**config.mk**
```make
export PLATFORM = sky130hd
export DESIGN_NAME = key_matrix_scan_debounce
export DESIGN_NICKNAME = d
export VERILOG_FILES = /design/src/rtl/kmsd_pkg.sv /design/src/rtl/key_matrix_scan_debounce.sv
export SDC_FILE = /design/constraint.sdc
export NUM_CORES = 1
export LEC_CHECK = 0
export ABC_AREA = 1
export BUFFER_PORTS_ARGS = -buffer_cell sky130_fd_sc_hd__buf_2
export CAP_MARGIN = 10
export CELL_PAD_IN_SITES_DETAIL_PLACEMENT = 2
export CELL_PAD_IN_SITES_GLOBAL_PLACEMENT = 2
export CORE_MARGIN = 1.5
export CORE_UTILIZATION = 39
export CTS_BUF_LIST = sky130_fd_sc_hd__clkbuf_2
export CTS_CLUSTER_DIAMETER = 80
export DETAILED_ROUTE_END_ITERATION = 10
export PLACE_DENSITY_LB_ADDON = 0.1
export SETUP_SLACK_MARGIN = 0.05
export SYNTH_ARGS = -nofsm -noshare
export SYNTH_HDL_FRONTEND = slang
export SYNTH_SLANG_ARGS = --single-unit
```
**constraint.sdc**
```tcl
create_clock -name aclk -period 15.7 [get_ports aclk]
set_clock_uncertainty 0.15 [all_clocks]
set_input_delay 0.785 -clock aclk [delete_from_list [all_inputs] [get_ports aclk]]
set_output_delay 0.785 -clock aclk [all_outputs]
set_load 0.01 [all_outputs]
```
**src/rtl/kmsd_pkg.sv**
```systemverilog
// Shared constants and types for the key matrix scan and debounce block.
package kmsd_pkg;

    localparam int ROW_COUNT_DEF    = 4;
    localparam int COLUMN_COUNT_DEF = 4;
    localparam int CELL_COUNT_DEF   = 16;

    localparam int TABLE_CELLS = 16;
    localparam int COUNT_W     = 5;
    localparam int DEB_W       = 5;
    localparam int MAP_W       = 64;
    localparam int LOGICAL_W   = 4;
    localparam int ROW_BITS_W  = 4;
    localparam int STATE_W     = 16;
    localparam int FLIP_W      = 32;
    localparam int DRIVE_W     = 2;
    localparam int CFG_INDEX_W = 1;
    localparam int CFG_DATA_W  = 64;
    localparam int PHYS_W      = 6;

    localparam logic [COUNT_W-1:0] COUNT_MAX = 5'd31;
    localparam logic [DEB_W-1:0]   DEB_MIN   = 5'd1;
    localparam logic [DEB_W-1:0]   DEB_MAX   = 5'd16;
    localparam logic [DEB_W-1:0]   DEB_RESET = 5'd4;
    localparam logic [MAP_W-1:0]   MAP_RESET = 64'hFEDC_BA98_7654_3210;

    // configuration register indexes
    localparam logic [CFG_INDEX_W-1:0] CFG_DEBOUNCE = 1'b0;
    localparam logic [CFG_INDEX_W-1:0] CFG_CELL_MAP = 1'b1;

    typedef struct packed {
        logic               value;
        logic [COUNT_W-1:0] count;
    } cell_t;

endpackage

```
**src/rtl/key_matrix_scan_debounce.sv**
```systemverilog
// Key matrix scanner: per-cell debounce state in a column-wide memory.
//
//  channel | direction | handshake        | payload
//  --------+-----------+------------------+------------------------------------------
//  s_      | in        | s_valid/s_ready  | s_row_bits
//  m_      | out       | m_valid/m_ready  | m_any_flipped, m_switch_state,
//          |           |                  | m_flip_total, m_drive_column, m_sweep_done
//  cfg_    | in        | cfg_wr_en        | cfg_index, cfg_wr_data
//
// One column scan per cycle sustained while the output is not stalled. The
// column's cell entry is read from the cell memory at the accepting edge; when
// the update stage fires, the cells, state word and flip counter are updated,
// the entry is written back, the result is loaded and m_valid is raised.
// A write-back to the column read in the same cycle is forwarded.
// Reset marks every column entry invalid (reads as zero); no clearing pass.
// A stalled output holds the update stage, which in turn holds s_ready low.
module key_matrix_scan_debounce #(
    parameter int ROW_COUNT    = kmsd_pkg::ROW_COUNT_DEF,
    parameter int COLUMN_COUNT = kmsd_pkg::COLUMN_COUNT_DEF,
    parameter int CELL_COUNT   = kmsd_pkg::CELL_COUNT_DEF
) (
    input  logic                                aclk,
    input  logic                                aresetn,
    input  logic                                s_valid,
    output logic                                s_ready,
    input  logic [kmsd_pkg::ROW_BITS_W-1:0]     s_row_bits,
    output logic                                m_valid,
    input  logic                                m_ready,
    output logic                                m_any_flipped,
    output logic [kmsd_pkg::STATE_W-1:0]        m_switch_state,
    output logic [kmsd_pkg::FLIP_W-1:0]         m_flip_total,
    output logic [kmsd_pkg::DRIVE_W-1:0]        m_drive_column,
    output logic                                m_sweep_done,
    input  logic                                cfg_wr_en,
    input  logic [kmsd_pkg::CFG_INDEX_W-1:0]    cfg_index,
    input  logic [kmsd_pkg::CFG_DATA_W-1:0]     cfg_wr_data
);
    import kmsd_pkg::*;

    localparam int COL_W  = (COLUMN_COUNT > 1) ? $clog2(COLUMN_COUNT) : 1;
    localparam int FLIPS_W = $clog2(ROW_COUNT + 1);

    typedef cell_t [ROW_COUNT-1:0] entry_t;

    // configuration
    logic [DEB_W-1:0] debounce_reg;
    logic [MAP_W-1:0] map_reg;

    // cell memory and per-column valid bits
    entry_t            cell_mem [COLUMN_COUNT];
    logic [COLUMN_COUNT-1:0] col_valid_reg;

    logic [COL_W-1:0]  col_reg;

    // update stage
    logic              st1_valid_reg;
    logic [COL_W-1:0]  st1_col_reg;
    logic [ROW_BITS_W-1:0] st1_rows_reg;
    entry_t            rd_entry_reg;
    logic              rd_hit_reg;
    logic              fwd_reg;
    entry_t            fwd_entry_reg;

    logic [STATE_W-1:0] word_reg;
    logic [FLIP_W-1:0]  flip_reg;

    // output register
    logic               m_valid_reg;
    logic               m_any_flipped_reg;
    logic [STATE_W-1:0] m_switch_state_reg;
    logic [FLIP_W-1:0]  m_flip_total_reg;
    logic [DRIVE_W-1:0] m_drive_column_reg;
    logic               m_sweep_done_reg;

    logic               accept;
    logic               fire;
    logic [DEB_W-1:0]   deb_eff;
    entry_t             cur_entry;
    entry_t             entry_next;
    logic [STATE_W-1:0] word_next;
    logic [FLIPS_W-1:0] flips;
    logic               last_col;
    logic [COL_W-1:0]   next_col;

    assign fire    = st1_valid_reg && (!m_valid_reg || m_ready);
    assign s_ready = !st1_valid_reg || fire;
    assign accept  = s_valid && s_ready;

    always_comb begin
        if (debounce_reg < DEB_MIN) begin
            deb_eff = DEB_MIN;
        end else if (debounce_reg > DEB_MAX) begin
            deb_eff = DEB_MAX;
        end else begin
            deb_eff = debounce_reg;
        end
    end

    always_comb begin
        if (fwd_reg) begin
            cur_entry = fwd_entry_reg;
        end else if (rd_hit_reg) begin
            cur_entry = rd_entry_reg;
        end else begin
            cur_entry = '0;
        end
    end

    // cells of the column are applied in row order so shared map targets resolve
    always_comb begin
        logic [PHYS_W-1:0]    phys;
        logic [LOGICAL_W-1:0] logical;
        logic                 sample;
        cell_t                c;
        entry_next = cur_entry;
        word_next  = word_reg;
        flips      = '0;
        for (int r = 0; r < ROW_COUNT; r++) begin
            phys    = PHYS_W'(int'(st1_col_reg) * ROW_COUNT + r);
            logical = map_reg[{phys[3:0], 2'b00} +: LOGICAL_W];
            sample  = (r < ROW_BITS_W) ? st1_rows_reg[2'(r)] : 1'b0;
            c       = cur_entry[r];
            if ((int'(phys) < CELL_COUNT) && (int'(phys) < TABLE_CELLS)) begin
                if (sample == c.value) begin
                    if (c.count < COUNT_MAX) begin
                        c.count = c.count + 1'b1;
                    end
                end else begin
                    c.value = sample;
                    c.count = COUNT_W'(1);
                end
                if (c.count >= deb_eff) begin
                    if (word_next[logical] != c.value) begin
                        word_next[logical] = c.value;
                        flips = flips + 1'b1;
                    end
                    if (c.count > deb_eff) begin
                        c.count = deb_eff;
                    end
                end
            end
            entry_next[r] = c;
        end
    end

    assign last_col = (st1_col_reg == COL_W'(COLUMN_COUNT - 1));
    assign next_col = last_col ? '0 : st1_col_reg + 1'b1;

    always_ff @(posedge aclk) begin
        if (!aresetn) begin
            debounce_reg <= DEB_RESET;
            map_reg      <= MAP_RESET;
        end else if (cfg_wr_en) begin
            unique case (cfg_index)
                CFG_DEBOUNCE: debounce_reg <= cfg_wr_data[DEB_W-1:0];
                CFG_CELL_MAP: map_reg      <= cfg_wr_data[MAP_W-1:0];
                default: ;
            endcase
        end
    end

    // cell memory: one read port, one write port
    always_ff @(posedge aclk) begin
        if (accept) begin
            rd_entry_reg <= cell_mem[col_reg];
        end
        if (fire) begin
            cell_mem[st1_col_reg] <= entry_next;
        end
    end

    always_ff @(posedge aclk) begin
        if (accept) begin
            st1_col_reg   <= col_reg;
            st1_rows_reg  <= s_row_bits;
            fwd_entry_reg <= entry_next;
        end
    end

    always_ff @(posedge aclk) begin
        if (!aresetn) begin
            col_reg       <= '0;
            col_valid_reg <= '0;
            st1_valid_reg <= 1'b0;
            rd_hit_reg    <= 1'b0;
            fwd_reg       <= 1'b0;
            word_reg      <= '0;
            flip_reg      <= '0;
        end else begin
            if (fire) begin
                col_valid_reg[st1_col_reg] <= 1'b1;
                word_reg <= word_next;
                flip_reg <= flip_reg + FLIP_W'(flips);
            end
            if (accept) begin
                col_reg    <= (col_reg == COL_W'(COLUMN_COUNT - 1)) ? '0 : col_reg + 1'b1;
                rd_hit_reg <= col_valid_reg[col_reg];
                fwd_reg    <= fire && (st1_col_reg == col_reg);
            end
            if (accept) begin
                st1_valid_reg <= 1'b1;
            end else if (fire) begin
                st1_valid_reg <= 1'b0;
            end
        end
    end

    always_ff @(posedge aclk) begin
        if (!aresetn) begin
            m_valid_reg <= 1'b0;
        end else if (fire) begin
            m_valid_reg <= 1'b1;
        end else if (m_ready) begin
            m_valid_reg <= 1'b0;
        end
    end

    always_ff @(posedge aclk) begin
        if (fire) begin
            m_any_flipped_reg  <= (flips != '0);
            m_switch_state_reg <= word_next;
            m_flip_total_reg   <= flip_reg + FLIP_W'(flips);
            m_drive_column_reg <= DRIVE_W'(next_col);
            m_sweep_done_reg   <= last_col;
        end
    end

    assign m_valid        = m_valid_reg;
    assign m_any_flipped  = m_any_flipped_reg;
    assign m_switch_state = m_switch_state_reg;
    assign m_flip_total   = m_flip_total_reg;
    assign m_drive_column = m_drive_column_reg;
    assign m_sweep_done   = m_sweep_done_reg;

endmodule
```
# Yosys cells after proc, flatten, opt, wreduce, memory -nomap -nowiden
# Memories as Yosys holds them, arrays and structs flattened. A register that Yosys moved wholly into a read port is not among the register bits.
# Cells that the tools add are included.
# Widths: inputs -> output; s select.
[totals] regBits=207 ram_bits=96 output_inout_bits=54 wordCells=135 mem_count=1
[op_classes] addsub=9 magnitude_cmp=19 n_eq_ne=7 shifts=2 n_mux=55 n_bitwise=2 n_reduce_logical=15
[memory_table] name="cell_mem" depth=4 width=24 rd=1 rd_clocked_by_memory_dff=1 wr=1 line_no="key_matrix_scan_debounce.sv:50" rtl="entry_t cell_mem [COLUMN_COUNT];"
[op_table] cell="$shiftx 64x7->4" n=2
[op_table] cell="$mux 16" n=6
[op_table] cell="$mux 5" n=12
[op_table] cell="$mux 24" n=2
[op_table] cell="$add 32x3->32" n=1
[op_table] cell="$bwmux 16" n=2
[op_table] cell="$lt 5x5->1 const B" n=5
[op_table] cell="$mux 6" n=4
[op_table] cell="$mux 1" n=19
[op_table] cell="$lt 4x5->1 const B" n=3
[op_table] cell="$add 4x2->5 const B" n=2
[op_table] cell="$add 5x1->5 const B" n=2
[op_table] cell="$ge 5x5->1" n=2
[op_table] cell="$gt 5x5->1" n=2
[op_table] cell="$mux 3" n=3
[op_table] cell="$bmux 1 s4" n=2
[op_table] cell="$demux 1 s4" n=2
[op_table] cell="$ge 4x1->1 const B" n=2
[op_table] cell="$logic_and 1x1->1" n=6
[op_table] cell="$lt 2x3->1 const B" n=2
[op_table] cell="$add 4x1->5 const B" n=1
[op_table] cell="$gt 5x5->1 const B" n=1
[op_table] cell="$lt 5x1->1 const B" n=1
[op_table] cell="$add 2x1->2 const B" n=2
[op_table] cell="other kinds (16)" n=23

# Depth between registers and ports, before layout
# Gate-level depths: netlist of run 1.
[logic_depth] depth_word=16 mapped_depth=46 mapped_depth_nobuf=44

# Worst setup path before layout of run 1
# OpenSTA, ideal clock, no wires.
[synth_timing] kind="register to register" from="register fwd_reg" to="register m_flip_total_reg[30], in the netlist m_flip_total[30], data pin" setup_time_ns=0.264 t_arrival_ns=5.199 t_required_ns=15.286 setup_slack_ns=10.087 path_stages_with_launch=38 period_less_slack_ns=5.613 path_cell_list="dfxtp_1 > inv_1 > nand2_1 > inv_1 > buf_2 > a22oi_1 > inv_1 > ha_1 > a21oi_1 > a21boi_0 > ha_1 > nand2_1 > o21a_1 > nand3_2 > inv_1 > buf_2 > nand2_1 > nand2_1 > [2 not listed] > nor2_1 > nor2_1 > nor2_2 > nand3_1 > nand2_1 > ha_1 > nand2_1 > nand2_1 > ha_1 > inv_1 > fa_1 > nor3_2 > nand4_1 > nor2_1 > nand3_1 > nor2_2 > nand4_1 > xor2_1"
[synth_between] elab_chain_len=15
[synth_lines] item="from (decl)" line_no="key_matrix_scan_debounce.sv:61" rtl="logic fwd_reg;"
[synth_lines] item="from (signal assigned)" line_no="key_matrix_scan_debounce.sv:198" rtl="fwd_reg <= fire && (st1_col_reg == col_reg);"
[synth_lines] item="$mux 24 (*)" line_no="key_matrix_scan_debounce.sv:100" rtl="if (fwd_reg) begin"
[synth_lines] item="$add 5x1->5, or another cell as far along" line_no="key_matrix_scan_debounce.sv:126" rtl="c.count = c.count + 1'b1;"
[synth_lines] item="$mux 5 / $mux 1 (equally long branches)" line_no="key_matrix_scan_debounce.sv:125, key_matrix_scan_debounce.sv:124"
[synth_lines] item="$mux 5 / $mux 1 (equally long branches)" line_no="key_matrix_scan_debounce.sv:124, key_matrix_scan_debounce.sv:123"
[synth_lines] item="$mux 5, or another cell as far along" line_no="key_matrix_scan_debounce.sv:123" rtl="if ((int'(phys) < CELL_COUNT) && (int'(phys) < TABLE_CELLS)) begin"
[synth_lines] item="$ge 5x5->1 / $mux 16 (equally long branches)" line_no="key_matrix_scan_debounce.sv:132, key_matrix_scan_debounce.sv:133"
[synth_lines] item="$mux 16" line_no="key_matrix_scan_debounce.sv:132" rtl="if (c.count >= deb_eff) begin"
[synth_lines] item="$mux 16" line_no="key_matrix_scan_debounce.sv:123"
[synth_lines] item="$bmux 1 s4" line_no="key_matrix_scan_debounce.sv:133" rtl="if (word_next[logical] != c.value) begin"
[synth_lines] item="$mux 1 (not written as such)" line_no="key_matrix_scan_debounce.sv:133"
[synth_lines] item="$ne 1x1->1" line_no="key_matrix_scan_debounce.sv:133"
[synth_lines] item="$mux 3" line_no="key_matrix_scan_debounce.sv:133"
[synth_lines] item="$mux 3" line_no="key_matrix_scan_debounce.sv:132"
[synth_lines] item="$mux 3 (*)" line_no="key_matrix_scan_debounce.sv:123"
[synth_lines] item="$add 32x3->32 (*)" line_no="key_matrix_scan_debounce.sv:222" rtl="m_flip_total_reg <= flip_reg + FLIP_W'(flips);"
[synth_lines] item="to (signal assigned)" line_no="key_matrix_scan_debounce.sv:222"
[synth_lines] item="to (decl)" line_no="key_matrix_scan_debounce.sv:71" rtl="logic [FLIP_W-1:0] m_flip_total_reg;"
# Every way passes the cells marked *; elsewhere a longest branch is shown, timed or not. The select of a mux whose other input is x is not followed.
# A chain may end at the register's enable or synchronous reset.

# Worst setup path after layout of run 1
[layout_timing] from="register fwd_reg" to="register flip_reg[28]"
[layout_between] elab_chain_len=15
[layout_lines] item="$mux 24 (*)" line_no="key_matrix_scan_debounce.sv:100"
[layout_lines] item="$add 5x1->5, or another cell as far along" line_no="key_matrix_scan_debounce.sv:126"
[layout_lines] item="$mux 5 / $mux 1 (equally long branches)" line_no="key_matrix_scan_debounce.sv:125, key_matrix_scan_debounce.sv:124"
[layout_lines] item="$mux 5 / $mux 1 (equally long branches)" line_no="key_matrix_scan_debounce.sv:124, key_matrix_scan_debounce.sv:123"
[layout_lines] item="$mux 5, or another cell as far along" line_no="key_matrix_scan_debounce.sv:123"
[layout_lines] item="$ge 5x5->1 / $mux 16 (equally long branches)" line_no="key_matrix_scan_debounce.sv:132, key_matrix_scan_debounce.sv:133"
[layout_lines] item="$mux 16" line_no="key_matrix_scan_debounce.sv:132"
[layout_lines] item="$mux 16" line_no="key_matrix_scan_debounce.sv:123"
[layout_lines] item="$bmux 1 s4" line_no="key_matrix_scan_debounce.sv:133"
[layout_lines] item="$mux 1 (not written as such)" line_no="key_matrix_scan_debounce.sv:133"
[layout_lines] item="$ne 1x1->1" line_no="key_matrix_scan_debounce.sv:133"
[layout_lines] item="$mux 3" line_no="key_matrix_scan_debounce.sv:133"
[layout_lines] item="$mux 3" line_no="key_matrix_scan_debounce.sv:132"
[layout_lines] item="$mux 3 (*)" line_no="key_matrix_scan_debounce.sv:123"
[layout_lines] item="$add 32x3->32 (*)" line_no="key_matrix_scan_debounce.sv:193" rtl="flip_reg <= flip_reg + FLIP_W'(flips);"
[layout_lines] item="to (signal assigned)" line_no="key_matrix_scan_debounce.sv:193"
[layout_lines] item="to (decl)" line_no="key_matrix_scan_debounce.sv:65" rtl="logic [FLIP_W-1:0] flip_reg;"
# Marks and branches as above.

==> results.md, run 1 <==
* Result of the run: finished clean
* Number of warning messages in the yosys log at 0
* Minimum clock period at between 8000 and 9000 ps
* Crit path largest cell delay at 760 ps
* Half-perimeter wire length after detailed placement at 22740 um
* Data required time at the worst endpoint at 16270 ps
* Via count normalized by instance count at 5.187
* Flip-flop count of the largest register after layout at 48
* Cell type of the slowest stage on the worst timing path: sky130_fd_sc_hd__dfxtp_1
* Synth-to-layout area growth at 15.32%
* Portion of total power attributed to the clock network at a little under a third
* Yosys top cell area share at a little over a third
* Total congestion overflow after global routing at 0
* Power consumption at 1.408 mW
* Maximum buffer depth of the clock tree at 3
* Largest cells by area after synthesis: sky130_fd_sc_hd__edfxtp_1 35%, sky130_fd_sc_hd__dfxtp_1 17%, sky130_fd_sc_hd__nand2_1 12%
* Residual antenna-violating net count after detailed routing at 0
* Routed wire length per instance at about 20 um
* Vias after detailed routing at 9679
* Worst min path class: in2reg
* Synthesized instance count at between 1000 and 1500
* Sequential-to-total area share from yosys stat at between 50 and 60%
* Die outline height at 170.1 um
* Most repeated library cell on the critical path: sky130_fd_sc_hd__nand2_1
* Setup TNS Final at 0 ps
* TritonCTS buffer count at 58
* GRT Util Overall at 25.96%
* Starting DRT DRC Count at 393
* Initial standard-cell utilization of the core at between 40% and 50%
* Synth Net Count at 1396
* Total iterations of the first detailed-routing run at 5
* I/O pin total at 128
* CP bufs+invs at 6
* Static Leakage at around 5.6 nW
* Cell taking the most area after synthesis: sky130_fd_sc_hd__edfxtp_1
* Mean instance size in the synthesized netlist at 8.396 um2
* Detailed-route wire length at roughly 37000 um
* Clock latency at the later pin of the worst-skew pair at 910 ps
* Sinks on the clock net at 223
* Type of origin of the critical path: register
* Type of destination of the critical path: register
* Max-slew violation count at 0
* Setup Crit Path Kind: reg2reg
* Synthesized cell area at 0.01089 mm2
* Peak ir drop on the vdd network at 47.97 uV
* Setup repair after global routing missed its margin: false
* Wire length of the first global-routing pass at a little under 60000 um
* Achievable Freq at ~120 MHz
* Floorplan die width at 170.1 um
* Tcrit/Tclk final at 52.63%
* Gp weighted congestion at around 0.8
* Number of I/O port buffers at slightly above 90
* Total of cells resized after clock tree synthesis at 0
* Reg with most FFs: cell_mem
* Hold Slack at 147.9 ps
* Relative slew margins at 23.59%
* Final Hold Viols at 0
* Cell Pwr Density at 112.1 mW/mm2
* CTS hold repair buffers at 35
* Combinational share of power at 20.2%
* Internal Dissipation at 914.8 uW
* Number of global-route vias before repair at 10830
* Layout net count at 1542
* Kind of cell with the highest combined delay on the critical path: simple AND/OR/NAND/NOR gates
* Post-CTS repair timing setup buffer count at 0
* Die area at around 0.029 mm2
* Clock slew seen by the registers of the worst setup and hold paths at 120 ps
* Standard-cell rows at 60
* Net Sw Power at between 400 and 500 uW
* Number of synthesized flops with an enable pin at 128
* Final setup violation count at 0
* Share of post-route cells with drive strength above 1 at 15.47%
* Unique masters post-synth at 49
* Largest net degree at the start of global routing at 84
* Switching share of total power at 35.02%
* TritonCTS clock tree: yes
* Fraction of power consumed by sequential logic at 49.6%
* Number of flip-flops and latches in the synthesized netlist at about 220
* Maximum fanout encountered on the critical timing path at 19
* Most frequently used flop master after synthesis: sky130_fd_sc_hd__edfxtp_1
* Pin slew with the least headroom to its limit at approximately 1100 ps
* Number of levels in the clock H-tree at 2
* Antenna violations before repair at 1
* Number of max-cap violations at 0
* Number of DRC violations after detailed routing at 0
* Worst-case register-to-register setup slack at 7440 ps
* Arrival time of data at the critical path endpoint at 8830 ps
* CTS root buffer: sky130_fd_sc_hd__clkbuf_2
* Core box area at approximately 0.027 mm2
* Proportion of register bits with asynchronous set or reset after synthesis at 0%
* Number of filler cells placed in the layout at a little over 3000
-- routing by layer --
| layer | vias up | wire length, um | global-route usage [%] |
|---|---|---|---|
| li1 | 4608 | - | - |
| met1 | 4826 | 15790 | 30.57 |
| met2 | 184 | 18820 | 47.97 |
| met3 | 61 | 1131 | 3.837 |
| met4 | 0 | 873 | 8.850 |
| met5 | - | 0 | 0 |
-- worst reg2reg max path: cells and delay by family, from the launching register on --
family          cells  cell delay [ps]
fa+ha+maj           5             1430
flops               1              760
xor+xnor            1              180
simple gates       21             3140
buf+inv             6             1200
compound gates      5             1230
-- cells in the mapped netlist, types with 6 or more instances --
| cell type | n |
|---|---|
| sky130_fd_sc_hd__nand3_1 | 49 |
| sky130_fd_sc_hd__o21ai_0 | 115 |
| sky130_fd_sc_hd__nor2_1 | 121 |
| sky130_fd_sc_hd__o21ai_1 | 22 |
| sky130_fd_sc_hd__nand2_2 | 9 |
| sky130_fd_sc_hd__a22oi_1 | 8 |
| sky130_fd_sc_hd__nand2_1 | 349 |
| sky130_fd_sc_hd__ha_1 | 24 |
| sky130_fd_sc_hd__clkbuf_1 | 36 |
| sky130_fd_sc_hd__nor2_4 | 6 |
| sky130_fd_sc_hd__o22ai_1 | 18 |
| sky130_fd_sc_hd__inv_2 | 6 |
| sky130_fd_sc_hd__xor2_1 | 25 |
| sky130_fd_sc_hd__dfxtp_1 | 95 |
| sky130_fd_sc_hd__nor2_2 | 10 |
| sky130_fd_sc_hd__a21oi_1 | 62 |
| sky130_fd_sc_hd__nor4_1 | 6 |
| sky130_fd_sc_hd__nor3_1 | 10 |
| sky130_fd_sc_hd__inv_1 | 136 |
| sky130_fd_sc_hd__edfxtp_1 | 128 |
-- logic make-up after synthesis --
family	Yosys count	synth area share, %
AND/OR/NAND/NOR	578	22.35
XOR/XNOR	29	2.332
flip-flops	223	52.76
AO/OA/AOI/OAI	248	12.57
adder cells (fa/ha/maj)	25	2.942
buffers and inverters	194	7.043
-- cell type report --
| cell class | count | area (um2) | share of cell area, % |
|---|---|---|---|
| tap | 372 | 465.4 | 3.707 |
| multi-input combinational | 880 | 4382 | 34.89 |
| timing repair buffer | 134 | 860.8 | 6.855 |
| antenna | 1 | 2.502 | 0.01993 |
| inverter | 146 | 550.5 | 4.384 |
| clock buffer | 84 | 420.4 | 3.348 |
| sequential | 223 | 5746 | 45.76 |
| clock inverter | 26 | 130.1 | 1.036 |
-- per-stage QoR --
stage,utilization [%],cell area (um2),setup slack [ps],cells
finish,46.21,12560,7436,1866
global route,46.21,12560,6686,1866
CTS,46.20,12550,7310,1865
detailed placement,42.88,11650,7577,1720
global placement,42.88,11650,7870,1720
floorplan,-,10890,10090,1297
-- cells in the final DEF (no fill, tap or decap), types with 11 or more instances in the layout --
cell type / n
sky130_fd_sc_hd__a21oi_1: 62
sky130_fd_sc_hd__buf_2: 93
sky130_fd_sc_hd__clkbuf_2: 84
sky130_fd_sc_hd__clkinv_1: 26
sky130_fd_sc_hd__dfxtp_1: 95
sky130_fd_sc_hd__dlygate4sd3_1: 35
sky130_fd_sc_hd__edfxtp_1: 128
sky130_fd_sc_hd__ha_1: 24
sky130_fd_sc_hd__inv_1: 135
sky130_fd_sc_hd__nand2_1: 348
sky130_fd_sc_hd__nand3_1: 49
sky130_fd_sc_hd__nor2_1: 120
sky130_fd_sc_hd__nor2_2: 11
sky130_fd_sc_hd__o21ai_0: 115
sky130_fd_sc_hd__o21ai_1: 22
sky130_fd_sc_hd__o22ai_1: 18
sky130_fd_sc_hd__xor2_1: 25
-- worst paths after layout --
path,startpoint,depth (start not counted),endpoint
setup reg to reg,fwd_reg,38,flip_reg[28]
hold reg to reg,col_valid_reg[1],2,col_valid_reg[1]
hold / removal,cfg_index,3,debounce_reg[2]
setup / recovery,fwd_reg,38,flip_reg[28]
-- power by group through the flow --
stage | clock network [mW] | logic (mW) | registers [mW]
CTS | 0.440 | 0.285 | 0.698
detailed placement | 0 | 0.273 | 0.711
floorplan | 0 | 0.179 | 0.706
global route | 0.469 | 0.318 | 0.703
finish | 0.426 | 0.284 | 0.698
global placement | 0 | 0.257 | 0.708
Note: power is estimated with default switching activity, not from simulation.
==> run 2: changes to the inputs <==
--- a/config.mk
+++ b/config.mk
@@ -11,7 +11,7 @@
 export CELL_PAD_IN_SITES_DETAIL_PLACEMENT = 2
 export CELL_PAD_IN_SITES_GLOBAL_PLACEMENT = 2
 export CORE_MARGIN = 1.5
-export CORE_UTILIZATION = 39
+export CORE_UTILIZATION = 33
 export CTS_BUF_LIST = sky130_fd_sc_hd__clkbuf_2
 export CTS_CLUSTER_DIAMETER = 80
 export DETAILED_ROUTE_END_ITERATION = 10
==> constraint.sdc (replaced) <==
create_clock -name aclk -period 7.5 [get_ports aclk]
set_clock_uncertainty 0.15 [all_clocks]
set_input_delay 0.375 -clock aclk [delete_from_list [all_inputs] [get_ports aclk]]
set_output_delay 0.375 -clock aclk [all_outputs]
set_load 0.01 [all_outputs]
==> results.md, run 2 (synthesis gave the netlist of run 1 again) <==
* Clock slew seen by the registers of the worst setup and hold paths at 100 ps (-20 ps)
* Final cell utilization of the core at 40.95% (-5.3 points)
* Via count normalized by instance count at 4.889 (-5.8%)
* TritonCTS clock tree: yes
* Achievable Freq at 151.0 MHz (+25%)
* Type of destination of the critical path: register
* Number of I/O port buffers at 93 (unchanged)
* Commonest cells after routing, fill and taps aside: 348 x sky130_fd_sc_hd__nand2_1, 135 x sky130_fd_sc_hd__inv_1, 128 x sky130_fd_sc_hd__edfxtp_1
* GR Layer Usage met2 at 39.29% (-8.7 points)
* Core box area at 0.03254 mm2 (+20%)
* Most repeated library cell on the critical path: sky130_fd_sc_hd__nand2_1
* Hold Slack at 192.8 ps (+44.88 ps)
* Peak ir drop on the vdd network at 87.78 uV (+83%)
* Tcrit/Tclk final at 88.33% (+36 points)
* Die outline height at 184.7 um (+8.6%)
* Cell type of the slowest stage on the worst timing path: sky130_fd_sc_hd__fa_1
* Post-placement worst setup slack at 917.7 ps (-6659 ps)
* Type of origin of the critical path: register
* Total congestion overflow after global routing at 0 (unchanged)
* Final Hold Viols at 0 (unchanged)
* Number of max-cap violations at 0 (unchanged)
* Worst Slack Setup Final at 875.6 ps (-6561 ps)
* Standard-cell rows at 66 (+10%)
* Relative slew margins at 29.81% (+6.2 points)
* Reg with most FFs: cell_mem
* Minimum clock period at 6624 ps (-1639 ps)
* Setup TNS Final at 0 ps (unchanged)
* Number of filler cells placed in the layout at 3791 (+22%)
* Gp weighted congestion at 0.7828 (-1.7%)
* Half-perimeter wire length after detailed placement at 22430 um (-1.4%)
* Setup repair after global routing missed its margin: false
* Busiest grt layer: met2
* Layout net count at 1616 (+4.8%)
* Data required time at the worst endpoint at 8030 ps (-8240 ps)
* TritonCTS buffer count at 67 (+16%)
* Maximum buffer depth of the clock tree at 3 (unchanged)
* Initial standard-cell utilization of the core at 33.47% (-6.6 points)
* Number of DRC violations after detailed routing at 0 (unchanged)
* Sinks on the clock net at 223 (unchanged)
* Number of global-route vias before repair at 10690 (-1.3%)
* Met1 track demand over resource at 25.84% (-4.7 points)
* Antenna violations before repair at 2 (+1)
* Maximum fanout encountered on the critical timing path at 12 (-7)
* Cell Pwr Density at 231.8 mW/mm2 (+110%)
* Result of the run: finished clean
* Final setup violation count at 0 (unchanged)
* Crit path largest cell delay at 420 ps (-340 ps)
* Die area at 0.03410 mm2 (+18%)
* Largest net degree at the start of global routing at 84 (unchanged)
* Number of levels in the clock H-tree at 3 (+1)
* Residual antenna-violating net count after detailed routing at 0 (unchanged)
* Setup Crit Path Kind: reg2reg
* Pin slew with the least headroom to its limit at 1053 ps (-91.97 ps)
* Floorplan die width at 184.7 um (+8.6%)
* GRT Util Overall at 21.59% (-4.4 points)
* Vias after detailed routing at 9831 (+1.6%)
* Total iterations of the first detailed-routing run at 4 (-1)
* Detailed-route wire length at 35570 um (-2.9%)
* Max-slew violation count at 0 (unchanged)
* Worst min path class: in2reg
* Share of post-route cells with drive strength above 1 at 17.41% (+1.9 points)
* Static Leakage at 5.937 nW (+6.1%)
* CTS root buffer: sky130_fd_sc_hd__clkbuf_2
* Wire length of the first global-routing pass at 56590 um (-2.5%)
* Flip-flop count of the largest register after layout at 48 (unchanged)
* Most common library cell in the layout ignoring fill and taps: sky130_fd_sc_hd__nand2_1
* Routed wire length per instance at 17.69 um (-9.9%)
* GRT met3 Usage at 3.813% (-0.024 points)
* Starting DRT DRC Count at 373 (-5.1%)
* Arrival time of data at the critical path endpoint at 7150 ps (-1680 ps)
* I/O pin total at 128 (unchanged)
* Synth-to-layout area growth at 22.35%
* Clock latency at the later pin of the worst-skew pair at 880 ps (-30 ps)
[run 2: changes by cell type in the layout (fill, tap and decap cells not counted), moves of 9 or more]
| cell | delta |
|---|---|
| sky130_fd_sc_hd__dlygate4sd3_1 | +42 |
| sky130_fd_sc_hd__clkbuf_2 | +18 |
| sky130_fd_sc_hd__buf_4 | +23 |
| sky130_fd_sc_hd__clkinv_1 | -9 |
[run 2: timing repair]
| action | 4_1_cts | 5_1_grt |
|---|---|---|
| resized for setup | 0 | 0 |
| buffers inserted | 0 | 0 |
| hold buffers | 77 | 0 |
| hold endpoints to repair | 49 | 0 |
[run 2: final timing paths]
check        cells past startpoint  slack, ps          endpoint        startpoint
min                              2        190   st1_rows_reg[1]     s_row_bits[1]
max                             39        880      flip_reg[28]           fwd_reg
max reg2reg                     39        880      flip_reg[28]           fwd_reg
min reg2reg                      1        330  col_valid_reg[3]  col_valid_reg[3]
[run 2: area by class of cell]
type | count | area (um2) | area share (%)
Antenna cell | 1 | 2.502 | 0.01878
Clock inverter | 18 | 125.1 | 0.9391
Inverter | 146 | 550.5 | 4.132
Tap cell | 442 | 553.0 | 4.151
Clock buffer | 102 | 510.5 | 3.832
Sequential cell | 223 | 5746 | 43.13
Multi-Input combinational cell | 880 | 4382 | 32.89
Timing Repair Buffer | 199 | 1454 | 10.91
[run 2: where the power goes]
part           internal, mW  switching (mW)  total, mW
clock network         0.429           0.572       1.00
logic                 0.204           0.426      0.630
registers              1.41          0.0487       1.46
total                  2.04            1.05       3.09
[run 2: stage by stage]
stage | std cells | power, mW | instance area (um2)
6_report | 2011 | 3.088 | 13320
3_3_place_gp | 1813 | 2.057 | 11910
5_1_grt | 2011 | 3.292 | 13320
4_1_cts | 2010 | 3.128 | 13320
2_1_floorplan | 1297 | 1.851 | 10890
3_5_place_dp | 1813 | 2.084 | 11910
[run 2: metal layers]
layer	vias to the layer above	share of wire [%]	routed length (um)
met1	4833	44	15480
met3	62	3.8	1352
met5	-	0.076	27
met2	171	51	18090
met4	4	1.7	620
li1	4761	-	-
[run 2: critical path, delay by kind of cell (launching register included)]
family,cells,cell delay (ps)
adders and majority gates,4,1180
and+or+nand+nor,23,2820
buffers and inverters,6,810
xor gates and xnor gates,1,160
AOI/OAI and AO/OA,5,1060
DFF,1,330
==> run 3: changes to the inputs <==
--- a/config.mk
+++ b/config.mk
@@ -10,13 +10,14 @@
 export CAP_MARGIN = 10
 export CELL_PAD_IN_SITES_DETAIL_PLACEMENT = 2
 export CELL_PAD_IN_SITES_GLOBAL_PLACEMENT = 2
-export CORE_MARGIN = 1.5
+export CORE_MARGIN = 4
 export CORE_UTILIZATION = 33
 export CTS_BUF_LIST = sky130_fd_sc_hd__clkbuf_2
 export CTS_CLUSTER_DIAMETER = 80
 export DETAILED_ROUTE_END_ITERATION = 10
 export PLACE_DENSITY_LB_ADDON = 0.1
 export SETUP_SLACK_MARGIN = 0.05
+export SKIP_LAST_GASP = 1
 export SYNTH_ARGS = -nofsm -noshare
 export SYNTH_HDL_FRONTEND = slang
 export SYNTH_SLANG_ARGS = --single-unit
==> results.md, run 3 (synthesis gave the netlist of run 1 again) <==
* Synth-to-layout area growth at 22.88%
* Type of origin of the critical path: register
* Maximum buffer depth of the clock tree at 3 (unchanged)
* Most common library cell in the layout ignoring fill and taps: sky130_fd_sc_hd__nand2_1
* CTS root buffer: sky130_fd_sc_hd__clkbuf_2
* Core box area at 0.03254 mm2 (unchanged)
* Routed wire length per instance at 17.73 um (+0.22%)
* Floorplan die width at 189.7 um (+2.7%)
* Reg with most FFs: cell_mem
* Number of I/O port buffers at 93 (unchanged)
* Final Hold Viols at 0 (unchanged)
* Crit path largest cell delay at 430 ps (about the same)
* Antenna violations before repair at 1 (-1)
* Most repeated library cell on the critical path: sky130_fd_sc_hd__nand2_1
* Clock latency at the later pin of the worst-skew pair at 820 ps (-60 ps)
* Maximum fanout encountered on the critical timing path at 12 (unchanged)
* Number of max-cap violations at 0 (unchanged)
* Total congestion overflow after global routing at 0 (unchanged)
* Kind of cell with the highest combined delay on the critical path: simple AND/OR/NAND/NOR gates
* Peak ir drop on the vdd network at 92.85 uV (+5.8%)
* Gp weighted congestion at 0.7788 (-0.51%)
* Largest net degree at the start of global routing at 60 (-29%)
* Total area of sequential cells at 0.005746 mm2 (unchanged)
* Minimum clock period at 6744 ps (+119.8 ps)
* Area of the multi-input gates at 0.004387 mm2 (+0.11%)
* Post-CTS repair timing setup buffer count at 0 (unchanged)
* Placed cell count at 1823 (+0.55%)
* Flip-flop count of the largest register after layout at 48 (unchanged)
* Layout net count at 1622 (+0.37%)
* Sinks on the clock net at 223 (unchanged)
* GRT Util Overall at 20.01% (-1.6 points)
* Half-perimeter wire length after detailed placement at 23240 um (+3.6%)
* Setup Crit Path Kind: reg2reg
* CP bufs+invs at 8 (+2)
* Number of global-route vias before repair at 10940 (+2.4%)
* Relative slew margins at 26.39% (-3.4 points)
* Number of filler cells placed in the layout at 3840 (+1.3%)
* Met1 wire length at 15980 um (+3.3%)
* Worst min path class: in2reg
* Cell type of the slowest stage on the worst timing path: sky130_fd_sc_hd__fa_1
* Detailed-route wire length at 35750 um (+0.52%)
* Standard-cell rows at 66 (unchanged)
* TritonCTS buffer count at 66 (-1.5%)
* Die area at 0.03597 mm2 (+5.5%)
* I/O pin total at 128 (unchanged)
* Final cell count without fillers at 2017 (+0.30%)
* Tcrit/Tclk final at 89.92% (+1.6 points)
* Arrival time of data at the critical path endpoint at 7350 ps (+200 ps)
* Die outline height at 189.7 um (+2.7%)
* Met3 WL post-DR at 1222 um (-9.6%)
* Setup repair after global routing missed its margin: false
* Static Leakage at 5.960 nW (+0.40%)
* Share of post-route cells with drive strength above 1 at 18.23% (+0.82 points)
* Via count normalized by instance count at 4.871 (-0.37%)
* TritonCTS clock tree: yes
* Clock slew seen by the registers of the worst setup and hold paths at 110 ps (about the same)
* Commonest cells after routing, fill and taps aside: 348 x sky130_fd_sc_hd__nand2_1, 134 x sky130_fd_sc_hd__inv_1, 128 x sky130_fd_sc_hd__edfxtp_1
* Final setup violation count at 0 (unchanged)
* Total iterations of the first detailed-routing run at 4 (unchanged)
* Result of the run: finished clean
* Achievable Freq at 148.3 MHz (-1.8%)
* Starting DRT DRC Count at 358 (-4.0%)
* Pin slew with the least headroom to its limit at 1103 ps (+49.69 ps)
* Wire length of the first global-routing pass at 57780 um (+2.1%)
* Max-slew violation count at 0 (unchanged)
* Setup TNS Final at 0 ps (unchanged)
* Detailed-routed wire length on met2 at 17980 um (-0.60%)
* DR top layer: met4
* Type of destination of the critical path: register
* Initial standard-cell utilization of the core at 33.47% (unchanged)
* Residual antenna-violating net count after detailed routing at 0 (unchanged)
* Vias after detailed routing at 9824 (-0.071%)
* Cell Pwr Density at 231.1 mW/mm2 (-0.29%)
* Number of DRC violations after detailed routing at 0 (unchanged)
* Number of levels in the clock H-tree at 3 (unchanged)
* Data required time at the worst endpoint at 8100 ps (+70 ps)
[run 3: changes by cell type in the layout (fill, tap and decap cells not counted), sizes merged]
cell         change
dlygate4sd3      -3
clkinvlp         +3
clkinv           -4
buf             +10
[run 3: metrics by stage]
step	power [mW]	area [um2]	utilization [%]	hold slack (ps)	setup WS, ps
2_1_floorplan	1.851	10890	-	285.4	1887
3_3_place_gp	2.072	11990	36.85	297.0	1104
3_5_place_dp	2.102	11990	36.85	302.0	806.7
4_1_cts	3.154	13370	41.09	15.72	666.0
5_1_grt	3.320	13380	41.12	49.26	85.41
6_report	3.092	13380	41.12	151.1	755.8
[run 3: where the power goes]
part / total (mW) / internal [mW] / leakage [nW] / switching (mW)
Sequential: 1.45 / 1.41 / 2.00 / 0.0442
Combinational: 0.653 / 0.215 / 3.48 / 0.438
Clock: 0.987 / 0.430 / 0.478 / 0.557
[run 3: worst paths after layout]
check | end | from | cells past startpoint | slack [ps]
max | flip_reg[24] | fwd_reg | 39 | 760
min | map_reg[3] | cfg_wr_en | 5 | 150
max reg2reg | flip_reg[24] | fwd_reg | 39 | 760
min reg2reg | col_valid_reg[0] | col_valid_reg[0] | 1 | 320
[run 3: what timing repair did]
action                                  in CTS  in global routing
resized for setup                            0                  2
hold buffers                                74                  0
endpoints found under the setup margin       0                  1
endpoints found under the hold margin       48                  0
[run 3: layer usage]
layer,GRT usage [%],vias up
li1,-,4777
met2,35.98,148
met4,4.869,0
met5,0,-
met3,3.927,43
met1,24.77,4856
[run 3: layout make-up]
type	count	area share, %
well taps	442	4.133
repair buffers	206	11.20
flip-flops and latches	223	42.94
diodes	1	0.01870
inverters	146	4.143
clock inverters	17	0.9632
clock buffers	102	3.815
multi-input cells	880	32.78
[run 3: worst register-to-register path, delay by kind of cell (launching register included)]
kind	cells	cell delay [ps]
AOI/OAI and AO/OA	5	1030
xor gates and xnor gates	1	280
adders and majority gates	5	1470
buffers and inverters	8	1050
DFF	1	350
and+or+nand+nor	20	2380
